==> config.mk <==
export PLATFORM = sky130hd
export DESIGN_NAME = pid_position_controller_top
export DESIGN_NICKNAME = d
export VERILOG_FILES = /design/src/hdl/pcon_pkg.sv /design/src/hdl/pcon_dpath.sv /design/src/hdl/pcon_ctrl.sv /design/src/hdl/pid_position_controller_top.sv
export SDC_FILE = /design/constraint.sdc
export NUM_CORES = 2
export LEC_CHECK = 0
export BUFFER_PORTS_ARGS = -buffer_cell sky130_fd_sc_hd__buf_2
export CAP_MARGIN = 15
export CORE_MARGIN = 2
export CORE_UTILIZATION = 45
export DETAILED_ROUTE_END_ITERATION = 16
export PLACE_DENSITY = 0.57
export SLEW_MARGIN = 20
export SYNTH_ARGS = -nofsm -noshare
export SYNTH_HDL_FRONTEND = slang
export SYNTH_SLANG_ARGS = --single-unit
==> constraint.sdc <==
create_clock -name clock -period 24 [get_ports clock]
set_input_delay 2.4 -clock clock [delete_from_list [all_inputs] [get_ports clock]]
set_output_delay 2.4 -clock clock [all_outputs]
set_load 0.005 [all_outputs]
==> src/hdl/pcon_pkg.sv <==
// ----------------------------------------------------------------------------
// pcon_pkg
// Shared types, widths and codes for the position controller.
// ----------------------------------------------------------------------------
package pcon_pkg;

   // field and datapath widths
   localparam int GainW    = 16;
   localparam int LimitW   = 15;
   localparam int PosW     = 16;
   localparam int PeriodW  = 16;
   localparam int ErrW     = 17;
   localparam int DiffW    = 18;
   localparam int IntW     = 48;
   localparam int AccW     = 64;
   localparam int QuoW     = 34;
   localparam int RemW     = 17;
   localparam int DerW     = 35;
   localparam int PeW      = 34;
   localparam int CntW     = 6;
   localparam int DivSteps = 34;
   localparam int MacLast  = 2;
   localparam int CsrIdxW  = 3;
   localparam int ReqDataW = 48;
   localparam int RspDataW = 16;
   localparam int RspUserW = 3;

   // integral saturation bounds
   localparam logic signed [IntW-1:0] IntMax = {1'b0, {(IntW-1){1'b1}}};
   localparam logic signed [IntW-1:0] IntMin = {1'b1, {(IntW-1){1'b0}}};

   // register indexes
   typedef enum logic [CsrIdxW-1:0] {
      CSR_PROP_GAIN      = 3'd0,
      CSR_INTEG_GAIN     = 3'd1,
      CSR_DERIV_GAIN     = 3'd2,
      CSR_INV_INTEG_GAIN = 3'd3,
      CSR_OUTPUT_LIMIT   = 3'd4
   } csr_idx_type;

   // controller states
   typedef enum logic [4:0] {
      ST_IDLE,
      ST_PREP,
      ST_PLAN,
      ST_EP_MAC,
      ST_EP_ADD,
      ST_DIV_INIT,
      ST_DIV_STEP,
      ST_DIV_DONE,
      ST_PE_MAC,
      ST_PE_SAVE,
      ST_IN_MAC,
      ST_IN_SHIFT,
      ST_DR_MAC,
      ST_FINISH,
      ST_CHECK,
      ST_AW_MAC,
      ST_AW_ADD,
      ST_OUT
   } state_type;

   // datapath operations
   typedef enum logic [3:0] {
      OP_NONE,
      OP_CAPTURE,
      OP_PREP,
      OP_MAC,
      OP_INT_ADD,
      OP_DIV_INIT,
      OP_DIV_STEP,
      OP_DIV_DONE,
      OP_PE_SAVE,
      OP_IN_SHIFT,
      OP_FINISH,
      OP_OUT
   } op_type;

   // multiplier operand pairs
   typedef enum logic [2:0] {
      MS_ERR_PERIOD,
      MS_PROP_ERR,
      MS_INTEG_ACC,
      MS_DERIV,
      MS_ANTI_WINDUP
   } msel_type;

   typedef struct packed {
      op_type          op;
      msel_type        msel;
      logic [1:0]      chunk;
      logic            clr;
   } cmd_type;

   typedef struct packed {
      logic do_int;
      logic need_div;
      logic sat_aw;
      logic out_free;
   } status_type;

endpackage

==> src/hdl/pcon_dpath.sv <==
// ----------------------------------------------------------------------------
// pcon_dpath
// Datapath: registers, shared 17x17 multiply-accumulate, serial divider,
// clamp and direction logic, result register.
// ----------------------------------------------------------------------------
module pcon_dpath (
   input  logic                                clock,
   input  logic                                reset,
   input  logic [pcon_pkg::ReqDataW-1:0]       req_tdata,
   input  logic                                req_tuser,
   input  logic                                csr_valid,
   input  logic [pcon_pkg::CsrIdxW-1:0]        csr_index,
   input  logic [pcon_pkg::GainW-1:0]          csr_data,
   input  logic                                rsp_tready,
   input  pcon_pkg::cmd_type                   cmd,
   output pcon_pkg::status_type                status,
   output logic                                rsp_tvalid,
   output logic [pcon_pkg::RspDataW-1:0]       rsp_tdata,
   output logic [pcon_pkg::RspUserW-1:0]       rsp_tuser
);

   // configuration
   logic signed [pcon_pkg::GainW-1:0]  kp_ff, ki_ff, kd_ff, kinv_ff;
   logic        [pcon_pkg::LimitW-1:0] limit_ff;

   // controller state
   logic signed [pcon_pkg::PosW-1:0]   target_ff;
   logic signed [pcon_pkg::IntW-1:0]   integral_ff, integral_in;
   logic signed [pcon_pkg::ErrW-1:0]   prev_err_ff;
   logic                               dir_ff, clear_pend_ff;
   logic                               rsp_valid_ff;

   // captured item
   logic signed [pcon_pkg::PosW-1:0]    meas_ff, newsp_ff;
   logic        [pcon_pkg::PeriodW-1:0] period_ff;
   logic                                load_ff;

   // working registers
   logic signed [pcon_pkg::ErrW-1:0]  err_ff;
   logic signed [pcon_pkg::DiffW-1:0] diff_ff;
   logic                              do_int_ff, need_div_ff, sat_aw_ff;
   logic signed [pcon_pkg::AccW-1:0]  acc_ff, acc_in;
   logic signed [pcon_pkg::PeW-1:0]   pe_ff, aw_ff;
   logic signed [pcon_pkg::DerW-1:0]  deriv_ff;
   logic        [pcon_pkg::RemW-1:0]  rem_ff, rem_in;
   logic        [pcon_pkg::QuoW-1:0]  quo_ff, quo_in;
   logic        [pcon_pkg::LimitW-1:0] res_mag_ff;
   logic                              res_chg_ff, res_sat_ff;
   logic [pcon_pkg::RspDataW-1:0]     rsp_data_ff;
   logic [pcon_pkg::RspUserW-1:0]     rsp_user_ff;

   // prep logic
   logic signed [pcon_pkg::PosW-1:0]  tgt_new;
   logic signed [pcon_pkg::ErrW-1:0]  err_new, prev_old;
   logic signed [pcon_pkg::DiffW-1:0] diff_new;
   logic                              do_err, do_int_new, do_der_new;

   always_comb begin
      tgt_new    = load_ff ? newsp_ff : target_ff;
      do_err     = !clear_pend_ff;
      do_int_new = !clear_pend_ff && (ki_ff != '0) && !load_ff;
      do_der_new = !clear_pend_ff && (kd_ff != '0);
      err_new    = do_err ? (pcon_pkg::ErrW'(tgt_new) - pcon_pkg::ErrW'(meas_ff)) : '0;
      prev_old   = clear_pend_ff ? '0 : prev_err_ff;
      diff_new   = pcon_pkg::DiffW'(err_new) - pcon_pkg::DiffW'(prev_old);
   end

   // multiplier operand select
   logic signed [pcon_pkg::ErrW-1:0]  mac_a, mac_chunk;
   logic signed [pcon_pkg::IntW-1:0]  mac_b;
   logic signed [2*pcon_pkg::ErrW-1:0] mac_prod;
   logic signed [pcon_pkg::AccW-1:0]  mac_ext, mac_term;

   always_comb begin
      case (cmd.msel)
         pcon_pkg::MS_ERR_PERIOD: begin
            mac_a = err_ff;
            mac_b = pcon_pkg::IntW'(period_ff);
         end
         pcon_pkg::MS_PROP_ERR: begin
            mac_a = pcon_pkg::ErrW'(kp_ff);
            mac_b = pcon_pkg::IntW'(err_ff);
         end
         pcon_pkg::MS_INTEG_ACC: begin
            mac_a = pcon_pkg::ErrW'(ki_ff);
            mac_b = integral_ff;
         end
         pcon_pkg::MS_DERIV: begin
            mac_a = pcon_pkg::ErrW'(kd_ff);
            mac_b = pcon_pkg::IntW'(deriv_ff);
         end
         default: begin
            mac_a = pcon_pkg::ErrW'(kinv_ff);
            mac_b = pcon_pkg::IntW'(aw_ff);
         end
      endcase
   end

   // one 16-bit slice of b per cycle, top slice signed
   always_comb begin
      case (cmd.chunk)
         2'd0:    mac_chunk = {1'b0, mac_b[15:0]};
         2'd1:    mac_chunk = {1'b0, mac_b[31:16]};
         default: mac_chunk = {mac_b[47], mac_b[47:32]};
      endcase
      mac_prod = mac_a * mac_chunk;
      mac_ext  = pcon_pkg::AccW'(mac_prod);
      case (cmd.chunk)
         2'd0:    mac_term = mac_ext;
         2'd1:    mac_term = mac_ext <<< 16;
         default: mac_term = mac_ext <<< 32;
      endcase
   end

   // integral update with saturation
   logic signed [pcon_pkg::AccW-1:0] int_sum;

   always_comb begin
      int_sum = pcon_pkg::AccW'(integral_ff) + acc_ff;
      if (int_sum > pcon_pkg::AccW'(pcon_pkg::IntMax))
         integral_in = pcon_pkg::IntMax;
      else if (int_sum < pcon_pkg::AccW'(pcon_pkg::IntMin))
         integral_in = pcon_pkg::IntMin;
      else
         integral_in = int_sum[pcon_pkg::IntW-1:0];
   end

   // restoring divider step
   logic [pcon_pkg::RemW-1:0]  div_trial;
   logic [pcon_pkg::DiffW-1:0] diff_abs;

   always_comb begin
      diff_abs  = diff_ff[pcon_pkg::DiffW-1] ? pcon_pkg::DiffW'(-diff_ff) : diff_ff;
      div_trial = {rem_ff[pcon_pkg::RemW-2:0], quo_ff[pcon_pkg::QuoW-1]};
      if (div_trial >= {1'b0, period_ff}) begin
         rem_in = div_trial - {1'b0, period_ff};
         quo_in = {quo_ff[pcon_pkg::QuoW-2:0], 1'b1};
      end else begin
         rem_in = div_trial;
         quo_in = {quo_ff[pcon_pkg::QuoW-2:0], 1'b0};
      end
   end

   // clamp, saturation and direction
   logic                             sum_neg, sum_pos, sat, dir_new;
   logic [pcon_pkg::AccW-1:0]        sum_abs;
   logic [pcon_pkg::AccW-9:0]        mag_full;
   logic [pcon_pkg::LimitW-1:0]      mag_out;
   logic signed [pcon_pkg::PeW-1:0]  clamp_q8, aw_new;

   always_comb begin
      sum_neg  = acc_ff[pcon_pkg::AccW-1];
      sum_pos  = !sum_neg && (acc_ff != '0);
      sum_abs  = sum_neg ? pcon_pkg::AccW'(-acc_ff) : acc_ff;
      mag_full = sum_abs[pcon_pkg::AccW-1:8];
      sat      = mag_full > (pcon_pkg::AccW-8)'(limit_ff);
      mag_out  = sat ? limit_ff : mag_full[pcon_pkg::LimitW-1:0];
      clamp_q8 = {11'd0, limit_ff, 8'd0};
      if (!sum_pos)
         clamp_q8 = -clamp_q8;
      aw_new   = clamp_q8 - pe_ff;
      dir_new  = (mag_out != '0) ? sum_pos : dir_ff;
   end

   // accumulator next value
   always_comb begin
      case (cmd.op)
         pcon_pkg::OP_MAC:      acc_in = (cmd.clr ? '0 : acc_ff) + mac_term;
         pcon_pkg::OP_IN_SHIFT: acc_in = pcon_pkg::AccW'(pe_ff) + (acc_ff >>> 16);
         default:               acc_in = acc_ff;
      endcase
   end

   // state with reset
   always_ff @(posedge clock) begin
      if (reset) begin
         kp_ff         <= '0;
         ki_ff         <= '0;
         kd_ff         <= '0;
         kinv_ff       <= '0;
         limit_ff      <= '1;
         target_ff     <= '0;
         integral_ff   <= '0;
         prev_err_ff   <= '0;
         dir_ff        <= 1'b0;
         clear_pend_ff <= 1'b0;
         rsp_valid_ff  <= 1'b0;
      end else begin
         if (csr_valid) begin
            unique case (pcon_pkg::csr_idx_type'(csr_index))
               pcon_pkg::CSR_PROP_GAIN:      kp_ff    <= csr_data;
               pcon_pkg::CSR_INTEG_GAIN:     ki_ff    <= csr_data;
               pcon_pkg::CSR_DERIV_GAIN:     kd_ff    <= csr_data;
               pcon_pkg::CSR_INV_INTEG_GAIN: kinv_ff  <= csr_data;
               pcon_pkg::CSR_OUTPUT_LIMIT:   limit_ff <= csr_data[pcon_pkg::LimitW-1:0];
               default: ;
            endcase
         end
         // a new result wins over the handoff of the old one
         if (cmd.op == pcon_pkg::OP_OUT)
            rsp_valid_ff <= 1'b1;
         else if (rsp_valid_ff && rsp_tready)
            rsp_valid_ff <= 1'b0;
         case (cmd.op)
            pcon_pkg::OP_PREP: begin
               target_ff     <= tgt_new;
               prev_err_ff   <= err_new;
               clear_pend_ff <= 1'b0;
               if (clear_pend_ff)
                  integral_ff <= '0;
            end
            pcon_pkg::OP_INT_ADD: integral_ff <= integral_in;
            pcon_pkg::OP_FINISH: begin
               dir_ff        <= dir_new;
               clear_pend_ff <= dir_new != dir_ff;
            end
            default: ;
         endcase
      end
   end

   // payload registers
   always_ff @(posedge clock) begin
      acc_ff <= acc_in;
      case (cmd.op)
         pcon_pkg::OP_CAPTURE: begin
            meas_ff   <= req_tdata[15:0];
            period_ff <= req_tdata[31:16];
            newsp_ff  <= req_tdata[47:32];
            load_ff   <= req_tuser;
         end
         pcon_pkg::OP_PREP: begin
            err_ff      <= err_new;
            diff_ff     <= diff_new;
            do_int_ff   <= do_int_new;
            need_div_ff <= do_der_new && (period_ff != '0);
            deriv_ff    <= '0;
         end
         pcon_pkg::OP_DIV_INIT: begin
            rem_ff <= '0;
            quo_ff <= {diff_abs, 16'd0};
         end
         pcon_pkg::OP_DIV_STEP: begin
            rem_ff <= rem_in;
            quo_ff <= quo_in;
         end
         pcon_pkg::OP_DIV_DONE: begin
            if (diff_ff[pcon_pkg::DiffW-1])
               deriv_ff <= -{1'b0, quo_ff};
            else
               deriv_ff <= {1'b0, quo_ff};
         end
         pcon_pkg::OP_PE_SAVE: pe_ff <= acc_ff[pcon_pkg::PeW-1:0];
         pcon_pkg::OP_FINISH: begin
            res_mag_ff <= mag_out;
            res_sat_ff <= sat;
            res_chg_ff <= dir_new != dir_ff;
            sat_aw_ff  <= sat && do_int_ff;
            aw_ff      <= aw_new;
         end
         pcon_pkg::OP_OUT: begin
            rsp_data_ff <= {1'b0, res_mag_ff};
            rsp_user_ff <= {res_sat_ff, res_chg_ff, dir_ff};
         end
         default: ;
      endcase
   end

   // status and result port
   always_comb begin
      status.do_int   = do_int_ff;
      status.need_div = need_div_ff;
      status.sat_aw   = sat_aw_ff;
      status.out_free = !rsp_valid_ff || rsp_tready;
   end

   assign rsp_tvalid = rsp_valid_ff;
   assign rsp_tdata  = rsp_data_ff;
   assign rsp_tuser  = rsp_user_ff;

endmodule

==> src/hdl/pcon_ctrl.sv <==
// ----------------------------------------------------------------------------
// pcon_ctrl
// Sequencer: steps the datapath through integration, division, the three
// gain products, clamping and the anti-windup correction.
// ----------------------------------------------------------------------------
module pcon_ctrl (
   input  logic                   clock,
   input  logic                   reset,
   input  logic                   req_tvalid,
   output logic                   req_tready,
   input  pcon_pkg::status_type   status,
   output pcon_pkg::cmd_type      cmd
);

   pcon_pkg::state_type          state_ff, state_in;
   logic [pcon_pkg::CntW-1:0]    cnt_ff, cnt_in;
   logic                         mac_last, div_last;

   assign mac_last = cnt_ff == pcon_pkg::CntW'(pcon_pkg::MacLast);
   assign div_last = cnt_ff == pcon_pkg::CntW'(pcon_pkg::DivSteps - 1);

   // next state
   always_comb begin
      state_in = state_ff;
      cnt_in   = '0;
      unique case (state_ff)
         pcon_pkg::ST_IDLE:     if (req_tvalid) state_in = pcon_pkg::ST_PREP;
         pcon_pkg::ST_PREP:     state_in = pcon_pkg::ST_PLAN;
         pcon_pkg::ST_PLAN: begin
            if (status.do_int)        state_in = pcon_pkg::ST_EP_MAC;
            else if (status.need_div) state_in = pcon_pkg::ST_DIV_INIT;
            else                      state_in = pcon_pkg::ST_PE_MAC;
         end
         pcon_pkg::ST_EP_MAC: begin
            if (mac_last) state_in = pcon_pkg::ST_EP_ADD;
            else          cnt_in   = cnt_ff + 1'b1;
         end
         pcon_pkg::ST_EP_ADD: begin
            if (status.need_div) state_in = pcon_pkg::ST_DIV_INIT;
            else                 state_in = pcon_pkg::ST_PE_MAC;
         end
         pcon_pkg::ST_DIV_INIT: state_in = pcon_pkg::ST_DIV_STEP;
         pcon_pkg::ST_DIV_STEP: begin
            if (div_last) state_in = pcon_pkg::ST_DIV_DONE;
            else          cnt_in   = cnt_ff + 1'b1;
         end
         pcon_pkg::ST_DIV_DONE: state_in = pcon_pkg::ST_PE_MAC;
         pcon_pkg::ST_PE_MAC: begin
            if (mac_last) state_in = pcon_pkg::ST_PE_SAVE;
            else          cnt_in   = cnt_ff + 1'b1;
         end
         pcon_pkg::ST_PE_SAVE:  state_in = pcon_pkg::ST_IN_MAC;
         pcon_pkg::ST_IN_MAC: begin
            if (mac_last) state_in = pcon_pkg::ST_IN_SHIFT;
            else          cnt_in   = cnt_ff + 1'b1;
         end
         pcon_pkg::ST_IN_SHIFT: state_in = pcon_pkg::ST_DR_MAC;
         pcon_pkg::ST_DR_MAC: begin
            if (mac_last) state_in = pcon_pkg::ST_FINISH;
            else          cnt_in   = cnt_ff + 1'b1;
         end
         pcon_pkg::ST_FINISH:   state_in = pcon_pkg::ST_CHECK;
         pcon_pkg::ST_CHECK: begin
            if (status.sat_aw) state_in = pcon_pkg::ST_AW_MAC;
            else               state_in = pcon_pkg::ST_OUT;
         end
         pcon_pkg::ST_AW_MAC: begin
            if (mac_last) state_in = pcon_pkg::ST_AW_ADD;
            else          cnt_in   = cnt_ff + 1'b1;
         end
         pcon_pkg::ST_AW_ADD:   state_in = pcon_pkg::ST_OUT;
         pcon_pkg::ST_OUT:      if (status.out_free) state_in = pcon_pkg::ST_IDLE;
         default:               state_in = pcon_pkg::ST_IDLE;
      endcase
   end

   // outputs
   always_comb begin
      req_tready = 1'b0;
      cmd.op     = pcon_pkg::OP_NONE;
      cmd.msel   = pcon_pkg::MS_ERR_PERIOD;
      cmd.chunk  = cnt_ff[1:0];
      cmd.clr    = cnt_ff == '0;
      unique case (state_ff)
         pcon_pkg::ST_IDLE: begin
            req_tready = 1'b1;
            if (req_tvalid) cmd.op = pcon_pkg::OP_CAPTURE;
         end
         pcon_pkg::ST_PREP:     cmd.op = pcon_pkg::OP_PREP;
         pcon_pkg::ST_EP_MAC:   cmd.op = pcon_pkg::OP_MAC;
         pcon_pkg::ST_EP_ADD:   cmd.op = pcon_pkg::OP_INT_ADD;
         pcon_pkg::ST_DIV_INIT: cmd.op = pcon_pkg::OP_DIV_INIT;
         pcon_pkg::ST_DIV_STEP: cmd.op = pcon_pkg::OP_DIV_STEP;
         pcon_pkg::ST_DIV_DONE: cmd.op = pcon_pkg::OP_DIV_DONE;
         pcon_pkg::ST_PE_MAC: begin
            cmd.op   = pcon_pkg::OP_MAC;
            cmd.msel = pcon_pkg::MS_PROP_ERR;
         end
         pcon_pkg::ST_PE_SAVE:  cmd.op = pcon_pkg::OP_PE_SAVE;
         pcon_pkg::ST_IN_MAC: begin
            cmd.op   = pcon_pkg::OP_MAC;
            cmd.msel = pcon_pkg::MS_INTEG_ACC;
         end
         pcon_pkg::ST_IN_SHIFT: cmd.op = pcon_pkg::OP_IN_SHIFT;
         pcon_pkg::ST_DR_MAC: begin
            // derivative term adds onto the running sum
            cmd.op   = pcon_pkg::OP_MAC;
            cmd.msel = pcon_pkg::MS_DERIV;
            cmd.clr  = 1'b0;
         end
         pcon_pkg::ST_FINISH:   cmd.op = pcon_pkg::OP_FINISH;
         pcon_pkg::ST_AW_MAC: begin
            cmd.op   = pcon_pkg::OP_MAC;
            cmd.msel = pcon_pkg::MS_ANTI_WINDUP;
         end
         pcon_pkg::ST_AW_ADD:   cmd.op = pcon_pkg::OP_INT_ADD;
         pcon_pkg::ST_OUT:      if (status.out_free) cmd.op = pcon_pkg::OP_OUT;
         default: ;
      endcase
   end

   // state registers
   always_ff @(posedge clock) begin
      if (reset) begin
         state_ff <= pcon_pkg::ST_IDLE;
         cnt_ff   <= '0;
      end else begin
         state_ff <= state_in;
         cnt_ff   <= cnt_in;
      end
   end

   // divider count stays in range
   assert property (@(posedge clock) disable iff (reset)
      state_ff == pcon_pkg::ST_DIV_STEP |-> cnt_ff < pcon_pkg::CntW'(pcon_pkg::DivSteps))
      else $error("divider step count out of range");

   // slice index stays within three slices in every product
   assert property (@(posedge clock) disable iff (reset)
      (state_ff == pcon_pkg::ST_EP_MAC || state_ff == pcon_pkg::ST_PE_MAC ||
       state_ff == pcon_pkg::ST_IN_MAC || state_ff == pcon_pkg::ST_DR_MAC ||
       state_ff == pcon_pkg::ST_AW_MAC) |-> cnt_ff <= pcon_pkg::CntW'(pcon_pkg::MacLast))
      else $error("multiplier slice out of range");

   // anti-windup runs only when integration is on this item
   assert property (@(posedge clock) disable iff (reset)
      state_ff == pcon_pkg::ST_AW_MAC |-> status.do_int)
      else $error("anti-windup without integration");

   // an item starts only from idle
   assert property (@(posedge clock) disable iff (reset)
      state_ff == pcon_pkg::ST_PREP |-> $past(state_ff) == pcon_pkg::ST_IDLE)
      else $error("item started outside idle");

endmodule

==> src/hdl/pid_position_controller_top.sv <==
// ----------------------------------------------------------------------------
// pid_position_controller_top
// Position controller with back-calculation anti-windup: sequencer plus
// datapath around one shared 17x17 multiplier and a radix-2 divider.
// ----------------------------------------------------------------------------
// an item takes longer with integration, the derivative divide (34 steps, one
//   quotient bit a cycle) and anti-windup, each run only when needed, and
//   with a stalled output register, which adds its wait
// items: one at a time; the next is taken once the result is in the output
//   register, even while it waits to be taken
// reset: synchronous, clears gains to zero, limit to 32767 and the controller state
module pid_position_controller_top (
   input  logic                                clock,
   input  logic                                reset,
   input  logic                                req_tvalid,
   output logic                                req_tready,
   // [15:0] measured, [31:16] step_period, [47:32] new_setpoint
   input  logic [pcon_pkg::ReqDataW-1:0]       req_tdata,
   // [0] setpoint_load
   input  logic                                req_tuser,
   output logic                                rsp_tvalid,
   input  logic                                rsp_tready,
   // [14:0] drive_magnitude, [15] zero
   output logic [pcon_pkg::RspDataW-1:0]       rsp_tdata,
   // [0] drive_direction, [1] direction_changed, [2] saturated
   output logic [pcon_pkg::RspUserW-1:0]       rsp_tuser,
   input  logic                                csr_valid,
   output logic                                csr_ready,
   input  logic [pcon_pkg::CsrIdxW-1:0]        csr_index,
   input  logic [pcon_pkg::GainW-1:0]          csr_data
);

   pcon_pkg::cmd_type    cmd;
   pcon_pkg::status_type status;

   // register writes are always taken
   assign csr_ready = 1'b1;

   pcon_ctrl u_ctrl (
      .clock      (clock),
      .reset      (reset),
      .req_tvalid (req_tvalid),
      .req_tready (req_tready),
      .status     (status),
      .cmd        (cmd)
   );

   pcon_dpath u_dpath (
      .clock      (clock),
      .reset      (reset),
      .req_tdata  (req_tdata),
      .req_tuser  (req_tuser),
      .csr_valid  (csr_valid),
      .csr_index  (csr_index),
      .csr_data   (csr_data),
      .rsp_tready (rsp_tready),
      .cmd        (cmd),
      .status     (status),
      .rsp_tvalid (rsp_tvalid),
      .rsp_tdata  (rsp_tdata),
      .rsp_tuser  (rsp_tuser)
   );

endmodule

==> run summary <==
=================================================================================================
Final Routed Wirelength ............................................................    162000 um
CP peak stage delay ................................................................      0.76 ns
CP Capture Type ....................................................................     register
Crit path time final ...............................................................     14.07 ns
Post-CTS Setup Repair Bufs .........................................................            0
Share of layout cells above drive strength 1 .......................................        6.95%
Starting utilization of the core area ..............................................        45.5%
CTS hold repair buffers ............................................................            0
Part of the cycle the worst path needs .............................................        58.6%
Register-to-register setup slack ...................................................      9.93 ns
Number of cells produced by synthesis ..............................................         5415
Count of final setup violators .....................................................            0
Number of global-route vias before repair ..........................................        38804
Floorplan die width ................................................................       328 um
Data arrival time of the critical path .............................................     14.48 ns
Via count ..........................................................................        40355
Mapped Avg Cell Area ...............................................................   8.73 sq um
Average detailed-routed wire length per instance ...................................      23.6 um
Final number of max-transition violations ..........................................            0
Final Hold Slack ...................................................................     0.418 ns
Cell with the largest stage delay on the worst path ................................ sky130_fd_sc_hd__dfxtp_1
Unrepaired setup endpoints after global routing ....................................           no
Number of detailed-routing iterations run before antenna repair ....................            5
Clock tree buffer depth ............................................................            3
Hold/Removal Path Class ............................................................ register to register
Clock buffer count from CTS ........................................................           60
Clock latency of the later-clocked register in the worst-skew pair .................      0.70 ns
Relative max-transition margin .....................................................        27.6%
Worst Setup Slack, final ...........................................................      9.93 ns
Clock-pin transition on the worst setup and hold timing paths ......................      0.07 ns
Antenna violations before repair ...................................................            6
Multi-input gate area ..............................................................  31000 sq um
Launch point of the worst reg-to-reg path .......................................... u_ctrl.state_ff[0]$_SDFFE_PP0P_
DR DRC count .......................................................................            0
Worst clock skew on the final layout ...............................................    0.0208 ns
Worst Tran Pin Value ...............................................................      1.08 ns
Outcome ............................................................................ finished, final reports clean
Sort of element at the start of the critical path ..................................     register
Max-Cap Viols ......................................................................            0
Cell area after technology mapping .................................................  47300 sq um
Final estimated routing congestion in global placement .............................        0.980
Filler instances ...................................................................        10035
Hold Path Cell Cnt .................................................................            0
Setup CP Type ...................................................................... register to register
Setup Total Neg Slack ..............................................................         0 ns
H-tree Lvls ........................................................................            2
Most frequent cell on the critical path ............................................ sky130_fd_sc_hd__fa_1
CORE AREA .......................................................................... 104000 sq um
Count of antenna-violating nets left after detailed routing ........................            0
Maximum number of pins on one net before global-route repair .......................           75
Row cnt ............................................................................          118
Sink of the worst hold path ........................................................ u_dpath.rsp_tdata[9]$_DFFE_PP_
Post-cts sizing count ..............................................................            0
Wire length of the first global-routing pass .......................................    244000 um
WP data required ...................................................................     24.41 ns
Global Route Usage Sum .............................................................        29.7%
Leading register cell type out of synthesis ........................................ sky130_fd_sc_hd__edfxtp_1
Maximum net fanout on the critical path ............................................           43
HPWL after DPL .....................................................................    126000 um
Highest clock frequency the design can meet ........................................   0.0711 GHz
Global route total overflow ........................................................            0
Average via count per standard cell ................................................         5.89
Final hold violations ..............................................................            0
Top-level port count ...............................................................           95
Sink count of the clock tree .......................................................          513
Register area ......................................................................  13700 sq um
Number of DRC violations after detailed-routing iteration 0 ........................         4028
Die span in y ......................................................................       328 um
Sequential cell area fraction in the yosys report ..................................        28.9%
Syn-to-layout area delta ...........................................................        8.86%
CTS root buf ....................................................................... sky130_fd_sc_hd__clkbuf_16
Post-Synthesis Net Count ...........................................................         6146
Reg2reg end ........................................................................ u_dpath.acc_ff[63]$_DFFE_PP_
Area of the die .................................................................... 108000 sq um
Number of distinct library cell variants in the gate-level netlist after synthesis .           87
I/O Buffers ........................................................................           92
Share of synthesized registers carrying an async set or reset ......................           0%
CTS tree ...........................................................................         done
Cells on worst reg2reg path ........................................................           43
Synth warn .........................................................................            0
Count of flip-flops with a built-in enable after synthesis .........................          339
Hold Startpoint .................................................................... u_dpath.res_mag_ff[9]$_DFFE_PP_
Placement Setup Slack ..............................................................      9.95 ns
Count of nets after finishing ......................................................         6151
Count of state elements after synthesis ............................................          513
=================================================================================================
[cell usage after synthesis (44+ instances only)]
cell	number	area [sq um]
sky130_fd_sc_hd__fa_1	302	6050
sky130_fd_sc_hd__a21o_1	132	991
sky130_fd_sc_hd__o21ai_0	239	1200
sky130_fd_sc_hd__a22oi_1	54	405
sky130_fd_sc_hd__nor3_1	69	345
sky130_fd_sc_hd__a21oi_1	424	2120
sky130_fd_sc_hd__nor4_1	55	344
sky130_fd_sc_hd__nor2b_1	108	676
sky130_fd_sc_hd__xor2_1	125	1090
sky130_fd_sc_hd__xnor2_1	203	1780
sky130_fd_sc_hd__nand2_1	620	2330
sky130_fd_sc_hd__a221o_1	76	761
sky130_fd_sc_hd__inv_1	527	1980
sky130_fd_sc_hd__nand3_1	105	526
sky130_fd_sc_hd__ha_1	356	4450
sky130_fd_sc_hd__clkbuf_1	196	736
sky130_fd_sc_hd__dfxtp_1	174	3480
sky130_fd_sc_hd__nand4_1	44	275
sky130_fd_sc_hd__nand2b_1	85	532
sky130_fd_sc_hd__and2_1	45	282
sky130_fd_sc_hd__nor2_1	515	1930
sky130_fd_sc_hd__edfxtp_1	339	10200
[how the worst max path moves through the flow]
| stage | start | to | slack (ns) | cells past startpoint |
|---|---|---|---|---|
| after detailed placement | u_ctrl.state_ff[0]$_SDFFE_PP0P_ | u_dpath.acc_ff[63]$_DFFE_PP_ | 9.95 | 43 |
| after floorplan | u_ctrl.state_ff[0]$_SDFFE_PP0P_ | u_dpath.acc_ff[63]$_DFFE_PP_ | 11.92 | 40 |
| after global routing | u_ctrl.state_ff[0]$_SDFFE_PP0P_ | u_dpath.acc_ff[63]$_DFFE_PP_ | 9.13 | 43 |
| final | u_ctrl.state_ff[0]$_SDFFE_PP0P_ | u_dpath.acc_ff[63]$_DFFE_PP_ | 9.93 | 43 |
| after CTS | u_ctrl.state_ff[0]$_SDFFE_PP0P_ | u_dpath.acc_ff[63]$_DFFE_PP_ | 9.93 | 43 |
| after global placement | u_ctrl.state_ff[0]$_SDFFE_PP0P_ | u_dpath.acc_ff[63]$_DFFE_PP_ | 10.14 | 43 |
[kinds of logic (layout without fill, tap and decap cells)]
family,Yosys count,count (layout),synth area share [%]
AOI/OAI and AO/OA,1290,1290,17.7
xor gates and xnor gates,328,328,6.08
adders and majority gates,658,658,22.2
buffers and inverters,750,806,6.01
DFF,513,513,28.9
muxes,41,41,0.919
other,2,3,0.0159
and+or+nand+nor,1833,1833,18.2
[cell usage in the layout (no fill, tap or decap), types with 85 or more instances in the layout]
master,synthesis,layout
sky130_fd_sc_hd__a21o_1,132,132
sky130_fd_sc_hd__dfxtp_1,174,174
sky130_fd_sc_hd__ha_1,356,354
sky130_fd_sc_hd__xor2_1,125,125
sky130_fd_sc_hd__inv_1,527,527
sky130_fd_sc_hd__o21ai_0,239,239
sky130_fd_sc_hd__nand3_1,105,105
sky130_fd_sc_hd__nor2b_1,108,108
sky130_fd_sc_hd__a21oi_1,424,424
sky130_fd_sc_hd__nand2b_1,85,85
sky130_fd_sc_hd__buf_2,10,91
sky130_fd_sc_hd__fa_1,302,302
sky130_fd_sc_hd__xnor2_1,203,203
sky130_fd_sc_hd__nor2_1,515,510
sky130_fd_sc_hd__edfxtp_1,339,339
sky130_fd_sc_hd__nand2_1,620,619
[final cells by class]
cell class / instances / area share, %
clock buffers: 67 / 3.03
inverters: 529 / 3.86
well taps: 1380 / 3.36
diodes: 1 / 0.00486
multi-input cells: 4152 / 60.1
clock inverters: 46 / 1.11
flip-flops and latches: 513 / 26.6
repair buffers: 164 / 1.95
[critical path: cells and delay by family, from the launching register on]
family / cells / cell delay, ns
buffers and inverters: 5 / 1.31
and+or+nand+nor: 5 / 1.56
AOI/OAI and AO/OA: 23 / 5.66
DFF: 1 / 0.76
adders and majority gates: 8 / 3.79
xor gates and xnor gates: 2 / 0.64
[routing by layer]
layer	track usage, %	vias to the layer above	share of wire (%)
met5	0	-	0.042
met4	12.4	10	4.6
met3	4.44	308	6.9
met2	46.2	1428	44
met1	41.4	19733	44
li1	-	18876	-
[through the flow]
step	utilization, %	instances	area, sq um
2_1_floorplan	-	5415	47300
3_3_place_gp	47.5	6738	49300
3_5_place_dp	47.5	6738	49300
4_1_cts	49.6	6851	51500
5_1_grt	49.6	6851	51500
6_report	49.6	6852	51500
[flip-flops by register name, summed over array words and instances (netlist names), 17 cells and up]
name                 flops
u_dpath.diff_ff         18
u_dpath.acc_ff          64
u_dpath.integral_ff     48
u_dpath.prev_err_ff     17
u_dpath.deriv_ff        35
u_dpath.aw_ff           34
u_dpath.quo_ff          34
u_dpath.pe_ff           34
u_dpath.err_ff          17
Power is not shown: default switching activity piles up to over one toggle a cycle in this logic, so the estimate is an artifact.
